## src/ubd_pkg.sv

```systemverilog
// ----------------------------------------------------------------------------
// ubd_pkg
// types and constants for the uart baud divisor calculator
// ----------------------------------------------------------------------------
package ubd_pkg;

    localparam int CLK_W          = 28;
    localparam int BAUD_W         = 24;
    localparam int WORD_W         = 16;
    localparam int MANT_W         = 12;
    localparam int FRAC_W         = 4;
    localparam int STATUS_W       = 2;
    localparam int CFG_IDX_W      = 2;

    // 25 * clock needs 33 bits, after the k shift the dividend fits 32
    localparam int PROD_W         = CLK_W + 5;
    localparam int DIV_W          = 32;
    localparam int BITS_PER_STAGE = 4;
    localparam int DIV_STAGES     = DIV_W / BITS_PER_STAGE;

    localparam logic [CLK_W-1:0] CLK_RESET = 28'd16000000;
    localparam logic [4:0]       CLK_SCALE = 5'd25;

    // quotient at or above 4096*100 always overflows the mantissa
    localparam logic [DIV_W-1:0] OVF_LIMIT = 32'd409600;
    localparam int               X_W       = 19;

    // mantissa = x / 100 by reciprocal, exact for x below 2^19
    localparam int               MANT_RCP_W = 20;
    localparam logic [MANT_RCP_W-1:0] MANT_RCP = 20'd671089;
    localparam int               MANT_SHIFT = 26;
    localparam int               MPROD_W    = X_W + MANT_RCP_W;

    localparam int               REM_W      = 7;
    localparam int               Y_W        = 11;
    localparam logic [X_W-1:0]   CENT       = 19'd100;
    localparam logic [Y_W-1:0]   ROUND_HALF = 11'd50;

    // fraction = y / 100 by reciprocal, exact for y below 4681
    localparam logic [Y_W-1:0]   FRAC_RCP   = 11'd1311;
    localparam int               FRAC_SHIFT = 17;
    localparam int               FPROD_W    = 2 * Y_W;

    localparam logic [MANT_W-1:0] MANT_MAX  = 12'hFFF;
    localparam logic [FRAC_W-1:0] FRAC_MAX  = 4'hF;
    localparam logic [WORD_W-1:0] WORD_SAT  = 16'hFFFF;

    typedef enum logic [STATUS_W-1:0] {
        ST_OK        = 2'd0,
        ST_ZERO_BAUD = 2'd1,
        ST_OVERFLOW  = 2'd2
    } t_status;

    typedef enum logic [CFG_IDX_W-1:0] {
        CFG_SLOW_CLK = 2'd0,
        CFG_FAST_CLK = 2'd1
    } t_cfg_reg;

    // one item in the divider; quotient bits shift into num from the bottom
    typedef struct packed {
        logic [DIV_W-1:0]  num;
        logic [BAUD_W-1:0] rem;
        logic [BAUD_W-1:0] den;
        logic              by8;
        logic              zero;
    } t_div_item;

endpackage

```

## src/ubd_div_pipe.sv

```systemverilog
// ----------------------------------------------------------------------------
// ubd_div_pipe
// pipelined restoring divider, four quotient bits per stage
// ----------------------------------------------------------------------------
module ubd_div_pipe (
    input  logic               i_clk,
    input  logic               i_rst_n,
    input  logic               i_valid,
    output logic               o_stall,
    input  ubd_pkg::t_div_item i_item,
    output logic               o_valid,
    input  logic               i_stall,
    output ubd_pkg::t_div_item o_item
);
    import ubd_pkg::*;

    logic      r_vld [DIV_STAGES];
    t_div_item r_stg [DIV_STAGES];
    logic      w_en  [DIV_STAGES];
    logic      w_src_vld [DIV_STAGES];
    t_div_item w_src [DIV_STAGES];
    t_div_item n_stg [DIV_STAGES];

    function automatic t_div_item div_step(input t_div_item a);
        t_div_item         b;
        logic [BAUD_W:0]   t;
        b = a;
        for (int j = 0; j < BITS_PER_STAGE; j++) begin
            t = {b.rem, b.num[DIV_W-1]};
            if (t >= {1'b0, b.den}) begin
                t = t - {1'b0, b.den};
                b.num = {b.num[DIV_W-2:0], 1'b1};
            end else begin
                b.num = {b.num[DIV_W-2:0], 1'b0};
            end
            b.rem = t[BAUD_W-1:0];
        end
        return b;
    endfunction

    genvar k;
    generate
        for (k = 0; k < DIV_STAGES; k++) begin : g_stage
            if (k == 0) begin : g_first
                assign w_src_vld[k] = i_valid;
                assign w_src[k]     = i_item;
            end else begin : g_next
                assign w_src_vld[k] = r_vld[k-1];
                assign w_src[k]     = r_stg[k-1];
            end

            if (k == DIV_STAGES - 1) begin : g_last_en
                assign w_en[k] = !r_vld[k] || !i_stall;
            end else begin : g_mid_en
                assign w_en[k] = !r_vld[k] || w_en[k+1];
            end

            assign n_stg[k] = div_step(w_src[k]);

            always_ff @(posedge i_clk) begin
                if (!i_rst_n) begin
                    r_vld[k] <= 1'b0;
                end else if (w_en[k]) begin
                    r_vld[k] <= w_src_vld[k];
                end
            end

            always_ff @(posedge i_clk) begin
                if (w_en[k]) begin
                    r_stg[k] <= n_stg[k];
                end
            end
        end
    endgenerate

    assign o_stall = !w_en[0];
    assign o_valid = r_vld[DIV_STAGES-1];
    assign o_item  = r_stg[DIV_STAGES-1];

endmodule

```

## src/uart_baud_divisor_calc_core.sv

```systemverilog
// ----------------------------------------------------------------------------
// uart_baud_divisor_calc_core
// fractional uart baud divisor from a requested baud rate
// ----------------------------------------------------------------------------
// For each request the core picks the slow or fast bus clock, forms
// usartdiv = 25*clock / (k*baud) with k = 2 for oversampling by 8 and 4 for
// oversampling by 16, splits it into mantissa (usartdiv/100) and a rounded
// fraction in eighths or sixteenths, folds a rounding carry into the
// mantissa and packs mantissa<<4 | fraction. A zero baud rate returns all
// zero with status 1; a mantissa above 4095 saturates to 0xFFFF with
// status 2. Throughput is one transfer per clock unless stalled. One stage
// scales the clock, eight stages run the 32-bit quotient four bits at a
// time, two stages split off the mantissa and fraction by reciprocal
// multiplies, and the last stage is the output register. Stalls back up
// stage by stage, so empty stages keep filling while a result waits. The
// user must write the clock registers through the plain write port only
// while no request is in flight; the core does not enforce it. Both reset
// to 16 MHz and an index beyond the fast clock register is ignored.
// ----------------------------------------------------------------------------
module uart_baud_divisor_calc_core (
    input  logic                          i_clk,
    input  logic                          i_rst_n,
    // configuration write port
    input  logic                          i_cfg_we,
    input  logic [ubd_pkg::CFG_IDX_W-1:0] i_cfg_index,
    input  logic [ubd_pkg::CLK_W-1:0]     i_cfg_wdata,
    // request channel
    input  logic                          i_valid,
    output logic                          o_stall,
    input  logic [ubd_pkg::BAUD_W-1:0]    i_baud_rate,
    input  logic                          i_use_fast_bus,
    input  logic                          i_oversample_by_8,
    // result channel
    output logic                          o_valid,
    input  logic                          i_stall,
    output logic [ubd_pkg::WORD_W-1:0]    o_divisor_word,
    output logic [ubd_pkg::MANT_W-1:0]    o_mantissa,
    output logic [ubd_pkg::FRAC_W-1:0]    o_fraction,
    output logic [ubd_pkg::STATUS_W-1:0]  o_status
);
    import ubd_pkg::*;

    // stage payloads after the divider
    typedef struct packed {
        logic [X_W-1:0]     x;
        logic [MPROD_W-1:0] prod;
        logic               by8;
        logic               zero;
        logic               ovf;
    } t_b_item;

    typedef struct packed {
        logic [MANT_W-1:0] mant;
        logic [Y_W-1:0]    y;
        logic              by8;
        logic              zero;
        logic              ovf;
    } t_c_item;

    // clock registers
    logic [CLK_W-1:0] r_slow_clk;
    logic [CLK_W-1:0] r_fast_clk;

    always_ff @(posedge i_clk) begin
        if (!i_rst_n) begin
            r_slow_clk <= CLK_RESET;
            r_fast_clk <= CLK_RESET;
        end else if (i_cfg_we) begin
            case (i_cfg_index)
                CFG_SLOW_CLK: r_slow_clk <= i_cfg_wdata;
                CFG_FAST_CLK: r_fast_clk <= i_cfg_wdata;
                default: ;
            endcase
        end
    end

    // stall chain, each stage moves when empty or when the next one moves
    logic w_en_a, w_en_b, w_en_c, w_en_d;
    logic w_div_stall;

    logic      r_a_vld;
    t_div_item r_a;
    t_div_item n_a;

    logic      w_div_vld;
    t_div_item w_div_out;

    logic      r_b_vld;
    t_b_item   r_b;
    t_b_item   n_b;

    logic      r_c_vld;
    t_c_item   r_c;
    t_c_item   n_c;

    logic                r_out_vld;
    logic [WORD_W-1:0]   r_word;
    logic [MANT_W-1:0]   r_mant;
    logic [FRAC_W-1:0]   r_frac;
    t_status             r_status;
    logic [WORD_W-1:0]   n_word;
    logic [MANT_W-1:0]   n_mant;
    logic [FRAC_W-1:0]   n_frac;
    t_status             n_status;

    assign w_en_d = !r_out_vld || !i_stall;
    assign w_en_c = !r_c_vld || w_en_d;
    assign w_en_b = !r_b_vld || w_en_c;
    assign w_en_a = !r_a_vld || !w_div_stall;
    assign o_stall = !w_en_a;

    // stage a: clock select, 25*clock, fold k into the dividend
    logic [CLK_W-1:0]  w_clk_sel;
    logic [PROD_W-1:0] w_scaled;

    always_comb begin
        w_clk_sel = i_use_fast_bus ? r_fast_clk : r_slow_clk;
        w_scaled  = {5'd0, w_clk_sel} * {{(PROD_W-5){1'b0}}, CLK_SCALE};
        n_a.num   = i_oversample_by_8 ? w_scaled[PROD_W-1:1]
                                      : {1'b0, w_scaled[PROD_W-1:2]};
        n_a.rem   = '0;
        n_a.den   = i_baud_rate;
        n_a.by8   = i_oversample_by_8;
        n_a.zero  = (i_baud_rate == '0);
    end

    always_ff @(posedge i_clk) begin
        if (!i_rst_n) begin
            r_a_vld <= 1'b0;
        end else if (w_en_a) begin
            r_a_vld <= i_valid;
        end
    end

    always_ff @(posedge i_clk) begin
        if (w_en_a) begin
            r_a <= n_a;
        end
    end

    // quotient pipeline
    ubd_div_pipe u_div (
        .i_clk   (i_clk),
        .i_rst_n (i_rst_n),
        .i_valid (r_a_vld),
        .o_stall (w_div_stall),
        .i_item  (r_a),
        .o_valid (w_div_vld),
        .i_stall (!w_en_b),
        .o_item  (w_div_out)
    );

    // stage b: early overflow and x * (2^26/100)
    always_comb begin
        n_b.ovf  = (w_div_out.num >= OVF_LIMIT);
        n_b.x    = w_div_out.num[X_W-1:0];
        n_b.prod = {{MANT_RCP_W{1'b0}}, w_div_out.num[X_W-1:0]}
                 * {{X_W{1'b0}}, MANT_RCP};
        n_b.by8  = w_div_out.by8;
        n_b.zero = w_div_out.zero;
    end

    always_ff @(posedge i_clk) begin
        if (!i_rst_n) begin
            r_b_vld <= 1'b0;
        end else if (w_en_b) begin
            r_b_vld <= w_div_vld;
        end
    end

    always_ff @(posedge i_clk) begin
        if (w_en_b) begin
            r_b <= n_b;
        end
    end

    // stage c: mantissa, remainder, scaled remainder plus one half
    logic [X_W-1:0]   w_mant_cent;
    logic [X_W-1:0]   w_rem_full;
    logic [REM_W-1:0] w_rem;
    logic [Y_W-1:0]   w_rem_steps;

    always_comb begin
        n_c.mant    = r_b.prod[MANT_SHIFT+MANT_W-1:MANT_SHIFT];
        w_mant_cent = {{(X_W-MANT_W){1'b0}}, n_c.mant} * CENT;
        w_rem_full  = r_b.x - w_mant_cent;
        w_rem       = w_rem_full[REM_W-1:0];
        w_rem_steps = r_b.by8 ? {1'b0, w_rem, 3'd0} : {w_rem, 4'd0};
        n_c.y       = w_rem_steps + ROUND_HALF;
        n_c.by8     = r_b.by8;
        n_c.zero    = r_b.zero;
        n_c.ovf     = r_b.ovf;
    end

    always_ff @(posedge i_clk) begin
        if (!i_rst_n) begin
            r_c_vld <= 1'b0;
        end else if (w_en_c) begin
            r_c_vld <= r_b_vld;
        end
    end

    always_ff @(posedge i_clk) begin
        if (w_en_c) begin
            r_c <= n_c;
        end
    end

    // stage d: rounded fraction, carry into mantissa, saturate, pack
    logic [FPROD_W-1:0] w_fprod;
    logic [FRAC_W:0]    w_frac_raw;
    logic               w_carry;
    logic [MANT_W:0]    w_mant_c;
    logic [FRAC_W-1:0]  w_frac;

    always_comb begin
        w_fprod    = {{Y_W{1'b0}}, r_c.y} * {{Y_W{1'b0}}, FRAC_RCP};
        w_frac_raw = w_fprod[FRAC_SHIFT+FRAC_W:FRAC_SHIFT];
        // the rounded fraction never passes the step count, so one bit tells
        w_carry    = r_c.by8 ? w_frac_raw[FRAC_W-1] : w_frac_raw[FRAC_W];
        w_frac     = w_carry ? '0 : w_frac_raw[FRAC_W-1:0];
        w_mant_c   = {1'b0, r_c.mant} + {{MANT_W{1'b0}}, w_carry};

        if (r_c.zero) begin
            n_word   = '0;
            n_mant   = '0;
            n_frac   = '0;
            n_status = ST_ZERO_BAUD;
        end else if (r_c.ovf || w_mant_c[MANT_W]) begin
            n_word   = WORD_SAT;
            n_mant   = MANT_MAX;
            n_frac   = FRAC_MAX;
            n_status = ST_OVERFLOW;
        end else begin
            n_word   = {w_mant_c[MANT_W-1:0], w_frac};
            n_mant   = w_mant_c[MANT_W-1:0];
            n_frac   = w_frac;
            n_status = ST_OK;
        end
    end

    always_ff @(posedge i_clk) begin
        if (!i_rst_n) begin
            r_out_vld <= 1'b0;
        end else if (w_en_d) begin
            r_out_vld <= r_c_vld;
        end
    end

    always_ff @(posedge i_clk) begin
        if (w_en_d) begin
            r_word   <= n_word;
            r_mant   <= n_mant;
            r_frac   <= n_frac;
            r_status <= n_status;
        end
    end

    assign o_valid        = r_out_vld;
    assign o_divisor_word = r_word;
    assign o_mantissa     = r_mant;
    assign o_fraction     = r_frac;
    assign o_status       = r_status;

endmodule

```

## config.mk

```make
export PLATFORM = sky130hd
export DESIGN_NAME = uart_baud_divisor_calc_core
export DESIGN_NICKNAME = d
export VERILOG_FILES = /design/src/ubd_pkg.sv /design/src/ubd_div_pipe.sv /design/src/uart_baud_divisor_calc_core.sv
export SDC_FILE = /design/constraint.sdc
export NUM_CORES = 2
export LEC_CHECK = 0
export ABC_AREA = 1
export BUFFER_PORTS_ARGS = -buffer_cell sky130_fd_sc_hd__buf_2
export CAP_MARGIN = 40
export CORE_MARGIN = 2
export CORE_UTILIZATION = 60
export DETAILED_ROUTE_END_ITERATION = 10
export MAX_ROUTING_LAYER = met4
export PLACE_DENSITY = 0.75
export REMOVE_ABC_BUFFERS = 1
export SLEW_MARGIN = 10
export SYNTH_ARGS = -nofsm -noshare
export SYNTH_HDL_FRONTEND = slang
export SYNTH_SLANG_ARGS = --single-unit
```

## constraint.sdc

```tcl
create_clock -name i_clk -period 25.3 [get_ports i_clk]
set_input_delay 1.265 -clock i_clk [delete_from_list [all_inputs] [get_ports i_clk]]
set_output_delay 1.265 -clock i_clk [all_outputs]
set_load 0.01 [all_outputs]
```

### Yosys cells after proc, flatten, opt, wreduce, memory -nomap -nowiden

Memories as Yosys holds them, arrays and structs flattened.
Index checks and enable logic that the tools add are counted.

* add/sub/neg operators: 35
* $mul: 4
* div/mod/pow operators: 0
* $lt $le $gt $ge: 33
* equality and inequality tests: 1
* shifts and indexed selects: 0
* mux-type cells: 114
* bitwise logic cells: 8
* reduce and logical (&&, ||, !) cells: 31

Operators with widths (number)
* greater-or-equal comparator 25 x 24 -> 1 bit: 31
* 2-to-1 mux 24 bit: 32
* subtractor 24 bit: 31
* 2-to-1 mux 1 bit: 74
* multiplier 19 x 20 -> 38 bit (second input constant): 1
* multiplier 28 x 5 -> 33 bit (second input constant): 1
* greater-or-equal comparator 32 x 19 -> 1 bit (second input constant): 1
* 2-to-1 mux 31 bit: 1
* 2-to-1 mux 28 bit: 1
* greater-or-equal comparator 1 x 24 -> 1 bit: 1
* logical NOT 24 bit: 1
* subtractor 1 x 24 -> 24 bit: 1
* multiplier 11 x 11 -> 22 bit (second input constant): 1
* 2-to-1 mux 16 bit: 1
* logical NOT 1 bit: 14
* adder 12 x 1 -> 13 bit: 1
* logical OR 1 bit: 13
* multiplier 12 x 5 -> 5 bit (second input constant): 1
* 2-to-1 mux 12 bit: 1
* adder 11 x 6 -> 11 bit (second input constant): 1
* 2-to-1 mux 11 bit: 1
* 2-to-1 mux 4 bit: 2
* OR 1 bit: 8
* subtractor 7 bit: 1
* 4 further kinds: 5

* register bits after elaboration: 226
* bits in latches: 0
* memory bits (writable): 664
* bits in read-only memories: 0
* bits of input ports: 61
* output and inout bits: 36
* memories: 2

Memories
* u_div.r_stg: words 8, bits a word 82, rd ports 8, clocked after Yosys merged registers in 0, write ports 8, RTL line ubd_div_pipe.sv:18 `t_div_item r_stg [DIV_STAGES];`
* u_div.r_vld: words 8, bits a word 1, rd ports 8, clocked after Yosys merged registers in 0, write ports 8, RTL line ubd_div_pipe.sv:17 `logic r_vld [DIV_STAGES];`

### Longest topological paths before layout

* depth after elaboration: 16
* mapped depth: 62
* gate-level depth less buffers: 59

### By module

Synthesis repeated with hierarchy kept, for this count alone.

* cell total of the unflattened synthesis: 13063
* area, all modules: 93669.8 um^2

Modules (own cells, without submodules)
* ubd_div_pipe: instances 1, cells each 10601, area each 73581.8 um^2
* uart_baud_divisor_calc_core: instances 1, cells each 2462, area each 20088.0 um^2

### Worst setup path before layout

OpenSTA, ideal clock, no wires.

* path type: input -> register
* start: in i_stall
* end: reg r_a[0] in the netlist's numbering (enable)
* setup time: 0.412 ns
* arrival time: 11.447 ns
* path slack: 13.441 ns
* stages: 17
* cell sequence: nand2_1 nor2_1 inv_1 nor2_1 inv_1 nor2_2 inv_1 nor2_2 nand2_1 inv_1 nand2_1 nor2_2 inv_2 nor2_4 nand3_2 nor2_1 inv_1

RTL lines
* start, declared: RTL line uart_baud_divisor_calc_core.sv:35 `input logic i_stall,`
* end signal, assigned: RTL line uart_baud_divisor_calc_core.sv:137 `r_a <= n_a;`
* end, declared: RTL line uart_baud_divisor_calc_core.sv:82 `t_div_item r_a;`

==> impl_metrics.ini <==
[min_path]
hold_end = u_div.r_stg[0][307]
hold_path_class = reg -> reg
worstHoldStart = u_div.r_stg[0][221]
worstHoldPathCells = 0

[grt]
grt_max_degree = 69
antenna_found_initial = 7
grt_pass1_wl_um = 438000
overflow = 0
grt_pass1_vias = 78100
grtUsageTotal = 0.390

[cells_and_area]
mostFrequentLayoutCells = nand2_1, inv_1, ha_1
area_growth_pct = 6.05
drive_above_1_share = 0.0488
final_common_cell = nand2_1
finalNetCount = 13200

[clocking]
clockBufferDepth = 3
h-tree-depth = 3
root_buffer = clkbuf_16
cts_resized = 0
clkSinkCount = 797
clk_pin_slew_worst_paths_ns = 0.07
ctsHoldBuffers = 0
cts_setup_buffers = 0
insertion_delay_ns = 0.75
numCtsBuffers = 91
cts_tree = yes

[die]
dieArea_mm2 = 0.149
initial_utilization = 0.602
rows = 140
core-area_mm2 = 0.145
io_pins = 97
fp.dieH_um = 386
dieWidth_um = 386

[placed_design]
place.gp.congestion = 1.07
dp_hpwl_um = 234000
io_buffers = 96

[sta]
fin_crit_sh = 0.451
tns_ns = 0
tightest_slew_ns = 0.937
slew_headroom = 0.375
finalSetupViolations = 0
rsz0062_at_grt = no
fin_hold_ws_ns = 0.385
slew_viol_final = 0
finalHoldViolCount = 0
skew_ns = 0.0654
layout_min_cycle_time_ns = 11.41
clock.fmax_mhz = 87.6

[status]
outcome = complete, no violations

[yosys]
synthMuxAreaShare = 0.000687
yosys.area_share.simple = 0.262
synth_xor_area_frac = 0.0631
synthCells = 11900
synth-async-reset-ratio = 0
ys_ff_latch = 797
syn-cell-area_mm2 = 0.0874
yosysWarningCount = 0
synth_top_family_by_area = simple AND/OR/NAND/NOR gates
synth-compound-area-share = 0.121
seq_area_frac_synth = 0.267
syn_avg_cell_area_um2 = 7.37
synth_flop_cell = edfxtp_1
synth_cell_type_count = 71
synthAdderAreaFrac = 0.201
synth_edf_count = 736

[route]
drtIter0Drc = 7802
vias = 82500
drc = 0
antenna_left = 0
drt-total-wl_um = 289000
via_per_inst = 5.94
drt_pass1_iterations = 8
routedWlPerCell_um = 20.8

[worst_setup_path]
cp.arrival_ns = 11.84
cp_common_cell = nand2_1
start_kind = flip-flop
reg2reg_depth = 45
rrSetupSlack_ns = 13.89
worstSetupEndpointType = flip-flop
critPathKind = reg -> reg
r2r_end = u_div.r_stg[1][208]
crit_path_max_incr_delay_ns = 0.77
critPathRequiredTime_ns = 25.73
crit_fanout = 36
cp_slowest_cell = nand3_2
r2r-start = u_div.r_stg[1][106]

[flow_run]
cap_violations = 0
cell usage after synthesis (13+ instances only):
master / count / area [µm²]
nand3_4: 13 / 228
xor2_1: 349 / 3060
buf_6: 27 / 304
a21oi_1: 818 / 4090
fa_1: 205 / 4100
xnor2_1: 281 / 2460
edfxtp_1: 736 / 22100
o211ai_1: 24 / 180
nand3b_1: 23 / 173
buf_4: 53 / 398
a21boi_0: 39 / 293
inv_2: 51 / 191
nor2_4: 16 / 180
dfxtp_1: 61 / 1220
nor3_1: 125 / 626
clkbuf_1: 40 / 150
o21ai_2: 25 / 219
nand3_2: 22 / 220
o21bai_1: 67 / 503
nor4_1: 61 / 382
or2_2: 38 / 238
a221oi_1: 14 / 123
ha_1: 1078 / 13500
a21o_1: 86 / 646
nor2_2: 33 / 206
nand3_1: 680 / 3400
nand2_1: 3331 / 12500
nand4_1: 170 / 1060
inv_1: 1611 / 6050
o21ai_0: 574 / 2870
a31oi_1: 53 / 332
o21ai_1: 102 / 510
nand2_2: 56 / 350
nor2_1: 769 / 2890
a21oi_2: 19 / 166
buf_2: 61 / 305
o21a_1: 33 / 248
sequential cells by signal, summed over array words and instances, names as in the netlist:
signal,flops
n_c,15
o_divisor_word,16
o_status,2
o_valid,1
r_a,58
r_a_vld,1
r_b,7
r_b_vld,1
r_c,23
r_c_vld,1
r_fast_clk,28
r_slow_clk,28
u_div.r_stg,608
u_div.r_vld,8
per-layer routing:
| metal | share of wire | vias to the layer above | global-route usage |
|---|---|---|---|
| met2 | 0.45 | 3891 | 0.616 |
| met4 | 0.061 | 0 | 0.203 |
| met3 | 0.086 | 915 | 0.0614 |
| li1 | - | 39500 | - |
| met5 | 0 | - | - |
| met1 | 0.40 | 38200 | 0.482 |
final cells by class:
class | instances | area [µm²]
Fill cell | 12900 | 52500
Clock buffer | 110 | 2430
Clock inverter | 59 | 781
Inverter | 1667 | 6270
Timing Repair Buffer | 124 | 817
Tap cell | 1917 | 2400
Multi-Input combinational cell | 9208 | 56700
Sequential cell | 797 | 23300
Antenna cell | 8 | 20.0
stage by stage:
step            util  setup slack, ns  cell area, µm²  cells
3_3_place_gp   0.615            14.24           89300  13700
3_5_place_dp   0.616            14.22           89400  13700
4_1_cts        0.638            14.18           92600  13900
5_1_grt        0.638            12.97           92700  13900
6_report       0.638            13.89           92700  13900
2_1_floorplan      -            13.44           86200  11700
worst max-delay path: cells and delay by family, from the launching register on:
| family | cells | cell delay (ns) |
|---|---|---|
| fa+ha+maj | 4 | 1.37 |
| xor+xnor | 1 | 0.09 |
| buf+inv | 6 | 1.26 |
| compound gates | 11 | 3.54 |
| flops | 1 | 0.47 |
| simple gates | 23 | 4.36 |
kinds of logic after synthesis:
| family | Yosys count |
|---|---|
| and+or+nand+nor | 5393 |
| AOI/OAI and AO/OA | 1896 |
| buffers and inverters | 1855 |
| adders and majority gates | 1283 |
| DFF | 797 |
| xor gates and xnor gates | 630 |
| muxes | 6 |
worst max-delay path by stage:
stage | slack, ns | to | start
after global routing | 12.97 | u_div.r_stg[1][208] | u_div.r_stg[1][106]
final | 13.89 | u_div.r_stg[1][208] | u_div.r_stg[1][106]
after global placement | 14.24 | u_div.r_stg[1][208] | u_div.r_stg[1][107]
after CTS | 14.18 | u_div.r_stg[1][208] | u_div.r_stg[1][102]
after floorplan | 13.44 | r_a[0] | i_stall
after detailed placement | 14.22 | u_div.r_stg[1][208] | u_div.r_stg[1][102]
Power is left out: the tool's default activity adds up to more than one toggle a clock period on the data nets, which glitch-free logic cannot reach.
